$ cat src/rtl/glpf_pkg.sv
// Shared types and constants for the grid local peak finder.
// No dependencies; compile first.
package glpf_pkg;

    localparam int CFG_INDEX_BITS  = 2;
    localparam int CFG_DATA_BITS   = 11;
    localparam int PEAK_COORD_BITS = 10;
    localparam int DIM_RESET       = 8;

    localparam logic [CFG_INDEX_BITS-1:0] REG_FRAME_WIDTH  = 2'd0;
    localparam logic [CFG_INDEX_BITS-1:0] REG_FRAME_HEIGHT = 2'd1;

    localparam logic MODE_PIXEL = 1'b0;
    localparam logic MODE_FLUSH = 1'b1;

    typedef struct packed {
        logic [PEAK_COORD_BITS-1:0] peak_row;
        logic [PEAK_COORD_BITS-1:0] peak_col;
    } peak_t;

    // line window control: load new read data, write the current column
    typedef struct packed {
        logic load;
        logic write;
    } win_ctl_t;

endpackage

$ cat src/rtl/glpf_peak_if.sv
// Result stream interface: valid/ready with peak_row and peak_col payload.
// Depends on glpf_pkg.
interface glpf_peak_if ();
    logic                                valid;
    logic                                ready;
    logic [glpf_pkg::PEAK_COORD_BITS-1:0] peak_row;
    logic [glpf_pkg::PEAK_COORD_BITS-1:0] peak_col;

    modport source (output valid, peak_row, peak_col, input ready);
    modport sink   (input valid, peak_row, peak_col, output ready);
endinterface

$ cat src/rtl/glpf_out_buffer.sv
// Result register with one skid entry feeding the peak output stream.
// Depends on glpf_pkg and glpf_peak_if.
module glpf_out_buffer (
    input  logic              clk,
    input  logic              rst_n,
    input  logic              push,
    input  glpf_pkg::peak_t   push_data,
    output logic              skid_full,
    glpf_peak_if.source       peaks
);
    import glpf_pkg::*;

    logic  main_valid_reg, main_valid_next;
    logic  skid_valid_reg, skid_valid_next;
    peak_t main_reg, main_next;
    peak_t skid_reg, skid_next;
    logic  pop;

    assign pop = main_valid_reg && peaks.ready;

    always_comb
    begin
        main_valid_next = main_valid_reg;
        skid_valid_next = skid_valid_reg;
        main_next       = main_reg;
        skid_next       = skid_reg;
        if (pop)
        begin
            main_valid_next = skid_valid_reg;
            main_next       = skid_reg;
            skid_valid_next = 1'b0;
        end
        if (push)
        begin
            if (!main_valid_next)
            begin
                main_valid_next = 1'b1;
                main_next       = push_data;
            end
            else
            begin
                skid_valid_next = 1'b1;
                skid_next       = push_data;
            end
        end
    end

    always_ff @(posedge clk or negedge rst_n)
    begin
        if (!rst_n)
        begin
            main_valid_reg <= 1'b0;
            skid_valid_reg <= 1'b0;
        end
        else
        begin
            main_valid_reg <= main_valid_next;
            skid_valid_reg <= skid_valid_next;
        end
    end

    always_ff @(posedge clk)
    begin
        main_reg <= main_next;
        skid_reg <= skid_next;
    end

    assign skid_full      = skid_valid_reg;
    assign peaks.valid    = main_valid_reg;
    assign peaks.peak_row = main_reg.peak_row;
    assign peaks.peak_col = main_reg.peak_col;

endmodule

$ cat src/flat_wrapper.sv
// flat-port wrapper written by rule: the top's interface ports become plain ports
module glpf_out_buffer_flat import glpf_pkg::*;
  (clk, rst_n, push, push_data, skid_full, peaks_valid, peaks_peak_row, peaks_peak_col, peaks_ready);
  glpf_peak_if peaks_i ();
  input  logic clk;
  input  logic rst_n;
  input  logic push;
  input  glpf_pkg::peak_t push_data;
  output logic skid_full;
  output wire logic [$bits(peaks_i.valid)-1:0] peaks_valid;
  output wire logic [$bits(peaks_i.peak_row)-1:0] peaks_peak_row;
  output wire logic [$bits(peaks_i.peak_col)-1:0] peaks_peak_col;
  input wire logic [$bits(peaks_i.ready)-1:0] peaks_ready;
  assign peaks_valid = peaks_i.valid;
  assign peaks_peak_row = peaks_i.peak_row;
  assign peaks_peak_col = peaks_i.peak_col;
  assign peaks_i.ready = peaks_ready;
  glpf_out_buffer u_core (.clk(clk), .rst_n(rst_n), .push(push), .push_data(push_data), .skid_full(skid_full), .peaks(peaks_i));
endmodule
$ cat config.mk
export PLATFORM = sky130hd
export DESIGN_NAME = glpf_out_buffer_flat
export DESIGN_NICKNAME = d
export VERILOG_FILES = /design/src/rtl/glpf_pkg.sv /design/src/rtl/glpf_peak_if.sv /design/src/rtl/glpf_out_buffer.sv /design/src/flat_wrapper.sv
export SDC_FILE = /design/constraint.sdc
export NUM_CORES = 1
export LEC_CHECK = 0
export ABC_AREA = 1
export BUFFER_PORTS_ARGS = -buffer_cell sky130_fd_sc_hd__buf_2
export CORE_ASPECT_RATIO = 1.75
export CORE_MARGIN = 4
export CORE_UTILIZATION = 40
export CTS_CLUSTER_SIZE = 12
export DETAILED_ROUTE_END_ITERATION = 10
export GPL_ROUTABILITY_DRIVEN = 1
export PLACE_DENSITY = 0.74
export SETUP_SLACK_MARGIN = 0.5
export SLEW_MARGIN = 20
export SYNTH_ARGS = -nofsm -noshare
export SYNTH_HDL_FRONTEND = slang
export SYNTH_SLANG_ARGS = --single-unit
$ cat constraint.sdc
create_clock -name clk -period 3 [get_ports clk]
set_input_delay 0 -clock clk [delete_from_list [all_inputs] [get_ports clk]]
set_output_delay 0 -clock clk [all_outputs]
set_load 0.05 [all_outputs]
After elaboration in Yosys (flattened, before gate mapping)
Cells that the tools add are included.
{"block": "word_totals", "reg_bits": 42, "in_bits": 24, "output_inout_bits": 22}
{"block": "op_classes", "mux": 8, "n_reduce_logical": 2}
{"cell": "$mux W20", "n": 3}
{"cell": "$mux W1", "n": 5}
{"cell": "$reduce_and A2 Y1", "n": 1}
{"cell": "$logic_and A1 B1 Y1", "n": 1}

Longest topological paths before layout
Gate-level depths: netlist (run 1).
{"block": "depth", "ltp_word": 4, "ltp_mapped": 7, "mapped_depth_nobuf": 6}

Worst setup path after synthesis (run 1)
No wires, ideal clock.
{"block": "synth_timing", "path_kind": "flip-flop to flip-flop", "start": "register u_core.skid_valid_reg (netlist: u_core.skid_full)", "end": "register u_core.skid_reg[0] (netlist name) (enable)", "arrival_ns": 1.911, "setup_slack_ns": 0.693, "path_stages_with_launch": 6, "path_buffers": 1, "path_cell_list": "dfrtp_1 > inv_1 > nand2_1 > nand2_2 > buf_2 > nor2_1"}
{"block": "synth_between", "elab_chain_cells": 2}
{"element": "from (decl)", "line": "glpf_out_buffer.sv:14", "rtl": "logic skid_valid_reg, skid_valid_next;"}
{"element": "from (signal assigned)", "line": "glpf_out_buffer.sv:58", "rtl": "skid_valid_reg <= skid_valid_next;"}
{"element": "$mux W1", "line": "glpf_out_buffer.sv:27", "rtl": "if (pop)"}
{"element": "$reduce_and A2 Y1 (no source line)"}
{"element": "to (signal assigned)", "line": "glpf_out_buffer.sv:65", "rtl": "skid_reg <= skid_next;"}
{"element": "to (decl)", "line": "glpf_out_buffer.sv:16", "rtl": "peak_t skid_reg, skid_next;"}
Every way passes these cells.
A chain may end at the register's enable or synchronous reset.

Worst setup path in the final report (run 1)
{"block": "layout_timing", "start": "register u_core.skid_valid_reg (netlist: u_core.skid_full)", "end": "register u_core.skid_reg[19] (netlist name) (enable)"}
Same word-level chain as after synthesis.

==> results of run 1 <==
==> cells by family (layout without fill, tap and decap cells) <==
kind of cell	Yosys count	count (layout)	share of synthesized area
buffers and inverters	14	78	0.03943
DFF	42	42	0.6368
AOI/OAI and AO/OA	1	1	0.003030
and+or+nand+nor	127	127	0.3207
==> worst paths after layout <==
path / start / to / cells past startpoint
min in group clk: push / u_core.peaks.peak_col[7] / 3
worst max register to register: u_core.skid_full / u_core.skid_reg[19] / 5
worst max-delay path: u_core.skid_full / u_core.skid_reg[19] / 5
max in group asynchronous: rst_n / u_core.skid_full / 2
worst min-delay path: rst_n / u_core.peaks.valid / 2
worst min register to register: u_core.skid_full / u_core.skid_full / 2
==> cell type report <==
cell class                      instances  area share
Sequential cell                        42      0.4805
Multi-Input combinational cell        128      0.2454
Timing Repair Buffer                   68      0.2059
Clock buffer                            6     0.03318
Tap cell                               48     0.02746
Clock inverter                          2    0.004005
Inverter                                2    0.003432
==> worst reg2reg max path, cell delays in order, from the launching register on <==
cell and delay [ns]:
dfrtp_1 0.37, inv_1 0.05, nand2_1 0.06, nand2_2 0.27, nor2_2 0.51, buf_4 0.30
==> metal layers <==
metal  share of wire  GRT usage  vias up
li1                -          -      726
met1            0.37     0.1734      644
met2            0.54     0.2886       47
met3           0.060    0.03729        8
met4           0.024    0.06931        0
met5               0          0        -
==> power by group <==
part	internal [mW]	leakage [nW]	switching, mW
registers	0.699	0.379	0.0378
logic	0.134	0.651	0.405
clock network	0.160	0.0426	0.179
==> cells in the final DEF, fill, tap and decap left out <==
master	instances
nand2_1	85
dfrtp_1	2
buf_2	45
clkbuf_8	5
edfxtp_1	20
inv_1	2
nor2_2	1
clkbuf_1	1
nand3_1	40
buf_4	2
clkinv_2	1
clkinv_1	1
dfxtp_1	20
dlygate4sd3_1	21
o21ai_0	1
nand2_2	1
==> results.cfg, run 1 <==
[synth]
synth_edf_count = 20
synth_top_area_frac = 0.3639
syn_inst = 184
yosysWarnings = 0
synthArstFlopShare = 0.04762
synth_most_common_cell = nand2_1
syn_area_um2 = 1650
synth_area_leaders = edfxtp_1 (36%), dfxtp_1 (24%), nand2_1 (19%)
synth_ff_type = edfxtp_1
seq_area_frac_synth = 0.6368
synth_fp_nets = 208
synth-seq-cells = 42
syn_area_per_cell_um2 = 8.969
synth_commonest_cells = nand2_1 (85), nand3_1 (40), dfxtp_1 (20), edfxtp_1 (20), buf_2 (10)
yosysTopAreaCell = edfxtp_1
ys_types = 11

[floorplan]
fp.dieW_um = 56.56
num_rows = 30
dieArea_um2 = 5258
start_util = 0.4187
core-area_um2 = 3941
dieHeight_um = 92.97
pin_count = 46

[worst_setup_path]
worst-endpoint-required_ns = 2.99
crit_type = register to register
cp_top_family = simple AND/OR/NAND/NOR gates
arrival_ns = 1.83
crit_chain = inv_1 > nand2_1 > nand2_2 > nor2_2 > buf_4
critPathMaxStageDelay_ns = 0.50
reg2reg_slack_ns = 1.16
worstPathMaxFanout = 24
cpMaxStageDelayCell = nor2_2
setup.worst_path.end_class = register
cp-start-kind = register
path_buf_inv = 2

[power]
peakVddDrop_mv = 0.5881
finalPower_mw = 1.615
powerDensity_nw_per_um2 = 738.5
p_leak_nw = 1.073

[sta]
grt_setup_unrepaired = false
worstMarginPinSlew_ns = 0.7207
slew_headroom = 0.5184
finalClockSkew_ns = 0.003176
period_share = 0.6142
drv_slew = 0
fmax_mhz = 542.7
hold_ws_ns = 0.04212
fin_crit_ns = 1.842
finalSetupViolations = 0
finalSetupTns_ns = 0
timing.final.hold_violations = 0
setup_slack_ns = 1.158

[final_layout]
instances_no_fill = 296
seq_area_um2 = 1051
drive_gt1_frac = 0.2218
area_growth_pct = 32.52
antenna_cells = 0
fin_area_um2 = 2187
multiInputGateArea_um2 = 536.8
fillCellCount = 379
fin_util = 0.5549
largest_reg_flops = 20
layout.nets = 271

[clocking]
numCtsBuffers = 5
htreeDepth = 2
clk_pin_slew_ns = 0.07
root_buffer = clkbuf_8
post_cts_buffers = 0
cts_hold_buf = 21
clock_path_buffers = 2
ctsResizeCount = 0
clock_latency_ns = 0.28
cts.sinks = 42
cts_tree = done

[global_routing]
track_usage = 0.1597
grt_max_degree = 25
grt_pass1_wl_um = 6575
antenna_found_initial = 0
grt_pass1_vias = 1386
grt_remaining_overflow = 0

[routing]
vias = 1425
wire_per_inst_um = 13.07
dr.pass1.iters = 4
routed_wl_um = 3869
ant_nets = 0
drt_first_iter_violations = 58
vias_per_cell = 4.814
drc = 0

[run]
maxCapViolCount = 0

[place]
placed_area_um2 = 1896
dp_slack_ns = 1.132
portBuffers = 45
place_inst = 267
gp_congestion = 0.7392
dp_hpwl_um = 2513

[min_path]
min_path_type = input port to asynchronous set/reset pin

[status]
outcome = finished, final reports clean
No activity file was read; power rests on OpenSTA's default activity.
==> inputs of run 2 (changes only) <==
Clock period 3 ns to 1.86 ns, I/O delays scaled along.
==> run 2 against run 1 <==
Worst setup slack got worse by 0.55 ns. Register-to-register slack got worse by 0.55 ns. Clock power grew 110%. Wire length grew 6.0%. Sequential power grew 61%. First-iteration DRC count fell by 22%. Die area unchanged. Total power grew 74%. Flip-flop and latch count did not move. Hold slack got worse by 0.026 ns. Non-clock buffer count increased by 6.
==> results.cfg, run 2 (synthesis results as in run 1) <==
[final_layout]
layout.nets = 278
area_growth_pct = 40.33
final_common_cell = nand2_1
largest_reg_flops = 20
layout_common_cells = nand2_1 (84), buf_2 (45), nand3_1 (40)
drive_gt1_frac = 0.2510
antenna_cells = 0

[global_routing]
antenna_found_initial = 0
grt_pass1_wl_um = 6831
track_usage = 0.1676
grt_remaining_overflow = 0
grt_pass1_vias = 1434
grt_max_degree = 23

[clocking]
cts.sinks = 42
numCtsBuffers = 5
htreeDepth = 2
cts_tree = done
clock_latency_ns = 0.29
root_buffer = clkbuf_8
clock_path_buffers = 2
clk_pin_slew_ns = 0.07

[sta]
finalClockSkew_ns = 0.005983
period_share = 0.6758
finalSetupTns_ns = 0
fmax_mhz = 795.6
fin_crit_ns = 1.257
finalSetupViolations = 0
worstMarginPinSlew_ns = 0.3309
grt_setup_unrepaired = false
timing.final.hold_violations = 0
drv_slew = 0
slew_headroom = 0.7789

[floorplan]
pin_count = 46
num_rows = 30
dieArea_um2 = 5258
dieHeight_um = 92.97
fp.dieW_um = 56.56
start_util = 0.4187
core-area_um2 = 3941

[power]
finalPower_mw = 2.814
p_sw_frac = 0.3675
p_leak_nw = 1.130
clkPwrFrac = 0.247
p_int_mw = 1.780
p_switching_mw = 1.034
powerDensity_nw_per_um2 = 1215
combPwrFrac = 0.329
power.share.sequential = 0.424
peakVddDrop_mv = 0.9949

[worst_setup_path]
arrival_ns = 1.23
cpMaxStageDelayCell = dfrtp_2
crit_chain = inv_1 > nand2_1 > nand2_4 > nor2_4
cp_top_family = simple AND/OR/NAND/NOR gates
path_buf_inv = 1
worstPathMaxFanout = 12
cp-start-kind = register
setup.worst_path.end_class = register
critPathMaxStageDelay_ns = 0.37
worst-endpoint-required_ns = 1.83
reg2reg_slack_ns = 0.60
crit_type = register to register

[routing]
wire_per_inst_um = 13.54
vias = 1449
vias_per_cell = 4.782
ant_nets = 0
routed_wl_um = 4102
dr.pass1.iters = 4
drt_first_iter_violations = 45
drc = 0

[status]
outcome = finished, final reports clean

[run]
maxCapViolCount = 0

[place]
gp_congestion = 0.7160
portBuffers = 45
dp_hpwl_um = 2358

[min_path]
min_path_type = input port to asynchronous set/reset pin
## run 2: cell count changes in the layout (fill, tap and decap cells not counted), moves of 2 or more
cell,delta
dfrtp_2,+2
nand2_4,+2
dfrtp_1,-2
nor2_4,+2
buf_12,+2
buf_4,+3
## run 2: what timing repair did
action | CTS | global route
hold buffers | 22 | 0
hold endpoints to repair | 43 | 0
setup endpoints to repair | 40 | 40
gates cloned | 0 | 1
pin swaps | 0 | 1
gates resized for setup | 0 | 7
buffers inserted | 0 | 1
## run 2: cell type report
class                           instances  area, um^2
Clock buffer                            7       76.32
Clock inverter                          1       30.03
Fill cell                             352        1625
Inverter                                2       7.507
Multi-Input combinational cell        129       565.5
Sequential cell                        42        1054
Tap cell                               48       60.06
Timing Repair Buffer                   74       523.0
## run 2: per-stage QoR
step	setup WS (ns)	cell area [um^2]	utilization	hold slack (ns)	cells
detailed placement	0.3091	1933	0.4905	-0.2072	271
finish	0.6030	2316	0.5876	0.01659	303
global placement	0.3265	1933	0.4905	-0.2078	271
global route	0.5226	2316	0.5876	0.02384	303
floorplan	0.2753	1667	-	-0.2956	184
CTS	0.2910	2260	0.5733	0.002325	301
## run 2: path summary, 6_finish.rpt
path | from | end | depth (start not counted)
setup / recovery | u_core.skid_full | u_core.skid_reg[6] | 4
max in group asynchronous | rst_n | u_core.skid_full | 2
hold reg to reg | u_core.peaks.peak_col[7] | u_core.peaks.peak_col[7] | 4
hold / removal | rst_n | u_core.peaks.valid | 2
setup reg to reg | u_core.skid_full | u_core.skid_reg[6] | 4
min in group clk | push | u_core.peaks.peak_row[9] | 4
## run 2: worst reg2reg max path: stages, from the launching register on
cell	delay (ns)
dfrtp_2	0.37
inv_1	0.04
nand2_1	0.09
nand2_4	0.13
nor2_4	0.30
## run 2: metal layers
metal | vias up | global-route usage | wire length [um]
met2 | 48 | 0.2925 | 2167
li1 | 745 | - | -
met1 | 650 | 0.1895 | 1604
met4 | 0 | 0.08119 | 82
met3 | 6 | 0.03591 | 247
met5 | - | 0 | 0
## run 2: power groups by stage
stage | clock network (mW) | logic (mW) | registers, mW
after floorplan | 0 | 0.265 | 1.60
after global placement | 0 | 0.853 | 1.21
after detailed placement | 0 | 0.858 | 1.21
after CTS | 0.714 | 0.896 | 1.19
after global routing | 0.746 | 1.00 | 1.21
final | 0.695 | 0.925 | 1.19
==> inputs of run 3 (changes only) <==
Settings changed: PLACE_DENSITY 0.74 to 0.76.
Clock period 1.86 ns to 1.15 ns, I/O delays scaled along.
==> run 3 against run 2 <==
The flow now finishes with violations (hold timing). Highest routed layer unchanged. Clock skew is 0.0032 ns lower. Critical path type unchanged. Clock-buffer cell count stayed put. Flip-flop and latch count stayed put. Combinational power is 120% higher. Die area stayed put.
==> results.cfg, run 3 (synthesis results as in run 1) <==
[routing]
vias = 1566
routed_wl_um = 4531
vias_per_cell = 5.035
drt_first_iter_violations = 40
wire_per_inst_um = 14.57
ant_nets = 0
drc = 0
dr.pass1.iters = 4

[sta]
grt_setup_unrepaired = true
worstMarginPinSlew_ns = 0.2199
period_share = 0.9802
timing.final.hold_violations = 1
fin_crit_ns = 1.127
finalSetupViolations = 0
finalClockSkew_ns = 0.002819
hold_ws_ns = -0.01253
fmax_mhz = 887.1
slew_headroom = 0.8534
drv_slew = 0
setup_slack_ns = 0.02276

[worst_setup_path]
crit_type = register to register
cp-start-kind = register
worst-endpoint-required_ns = 1.15
worstPathMaxFanout = 14
path_buf_inv = 2
crit_chain = inv_2 > nand2_2 > nand2_4 > nor2_4 > buf_12
critPathMaxStageDelay_ns = 0.36
setup.worst_path.end_class = register
arrival_ns = 1.13
cp_top_family = flip-flops
cpMaxStageDelayCell = dfrtp_2

[clocking]
clk_pin_slew_ns = 0.07
cts_tree = done
numCtsBuffers = 5
htreeDepth = 2
root_buffer = clkbuf_8
cts.sinks = 42
clock_path_buffers = 2
clock_latency_ns = 0.28

[place]
gp_congestion = 0.6810
dp_slack_ns = 0.01263
dp_hpwl_um = 2575
place_inst = 279
portBuffers = 45

[global_routing]
grt_max_degree = 21
antenna_found_initial = 0
grt_pass1_vias = 1603
grt_remaining_overflow = 0
grt_pass1_wl_um = 7396
track_usage = 0.1818

[power]
peakVddDrop_mv = 1.207
powerDensity_nw_per_um2 = 1849
p_leak_nw = 1.249

[final_layout]
fin_util = 0.6813
final_common_cell = nand2_1
antenna_cells = 0
layout_common_cells = nand2_1 (63), nand3_1 (40), buf_8 (24)
layout.nets = 287
drive_gt1_frac = 0.4373
largest_reg_flops = 20
area_growth_pct = 62.70
instances_no_fill = 311

[floorplan]
core-area_um2 = 3941
fp.dieW_um = 56.56
dieHeight_um = 92.97
num_rows = 30
dieArea_um2 = 5258
start_util = 0.4187
pin_count = 46

[status]
violations = hold timing
outcome = finished with violations

[min_path]
min_path_type = input port to register

[run]
maxCapViolCount = 0
==> run 3: cell types whose count changed in the layout (fill, tap and decap cells not counted), sizes merged <==
| cell | previous run | this run |
|---|---|---|
| nor2 | 2 | 1 |
| buf | 52 | 63 |
| dlygate4sd3 | 22 | 21 |
| bufinv | 1 | 0 |
==> run 3: where the power goes <==
| part | leakage, nW | total [mW] | switching, mW | internal (mW) |
|---|---|---|---|---|
| Clock | 0.0383 | 0.863 | 0.446 | 0.418 |
| Sequential | 0.380 | 2.04 | 0.174 | 1.86 |
| Combinational | 0.831 | 2.06 | 1.19 | 0.873 |
| Total | 1.25 | 4.97 | 1.81 | 3.16 |
==> run 3: metrics by stage <==
step                total power [mW]  instance area (um^2)  setup TNS (ns)
floorplan                      3.017                  1675          -8.884
global placement               3.402                  2018               0
detailed placement             3.419                  2018               0
CTS                            4.818                  2601               0
global route                   5.189                  2685         -0.5320
finish                         4.965                  2685               0
==> run 3: area by class of cell <==
| type | instances | area (um^2) |
|---|---|---|
| clock buffers | 7 | 76.32 |
| repair buffers | 84 | 845.8 |
| fillers | 290 | 1256 |
| multi-input cells | 128 | 616.8 |
| inverters | 2 | 7.507 |
| flip-flops and latches | 42 | 1079 |
| well taps | 48 | 60.06 |
==> run 3: timing repair <==
action	in CTS	in global routing
hold buffers	21	0
setup buffers	3	0
hold endpoints to repair	43	0
pin swaps	2	0
cloned	1	0
gates resized for setup	98	24
endpoints found under the setup margin	64	64
==> run 3: path summary, 6_finish.rpt <==
check,start,endpoint,cells past startpoint,slack (ns)
max,u_core.skid_full,u_core.skid_reg[5],5,0.02
min,push,u_core.peaks.valid,3,-0.01
max reg2reg,u_core.skid_full,u_core.skid_reg[5],5,0.02
min reg2reg,u_core.peaks.peak_col[0],u_core.peaks.peak_col[0],4,0.56
max in group asynchronous,rst_n,u_core.skid_full,2,1.02
min in group asynchronous,rst_n,u_core.peaks.valid,2,0.03
==> run 3: layer usage <==
metal | vias to the layer above | part of all wire | track usage
li1 | 764 | - | -
met1 | 736 | 0.35 | 0.1847
met2 | 50 | 0.57 | 0.3446
met3 | 16 | 0.055 | 0.04420
met4 | 0 | 0.023 | 0.07129
met5 | - | 0 | 0
==> run 3: worst reg2reg max path, cell delays in order (launching register included) <==
cell,delay [ns]
dfrtp_2,0.36
inv_2,0.04
nand2_2,0.06
nand2_4,0.08
nor2_4,0.13
buf_12,0.16
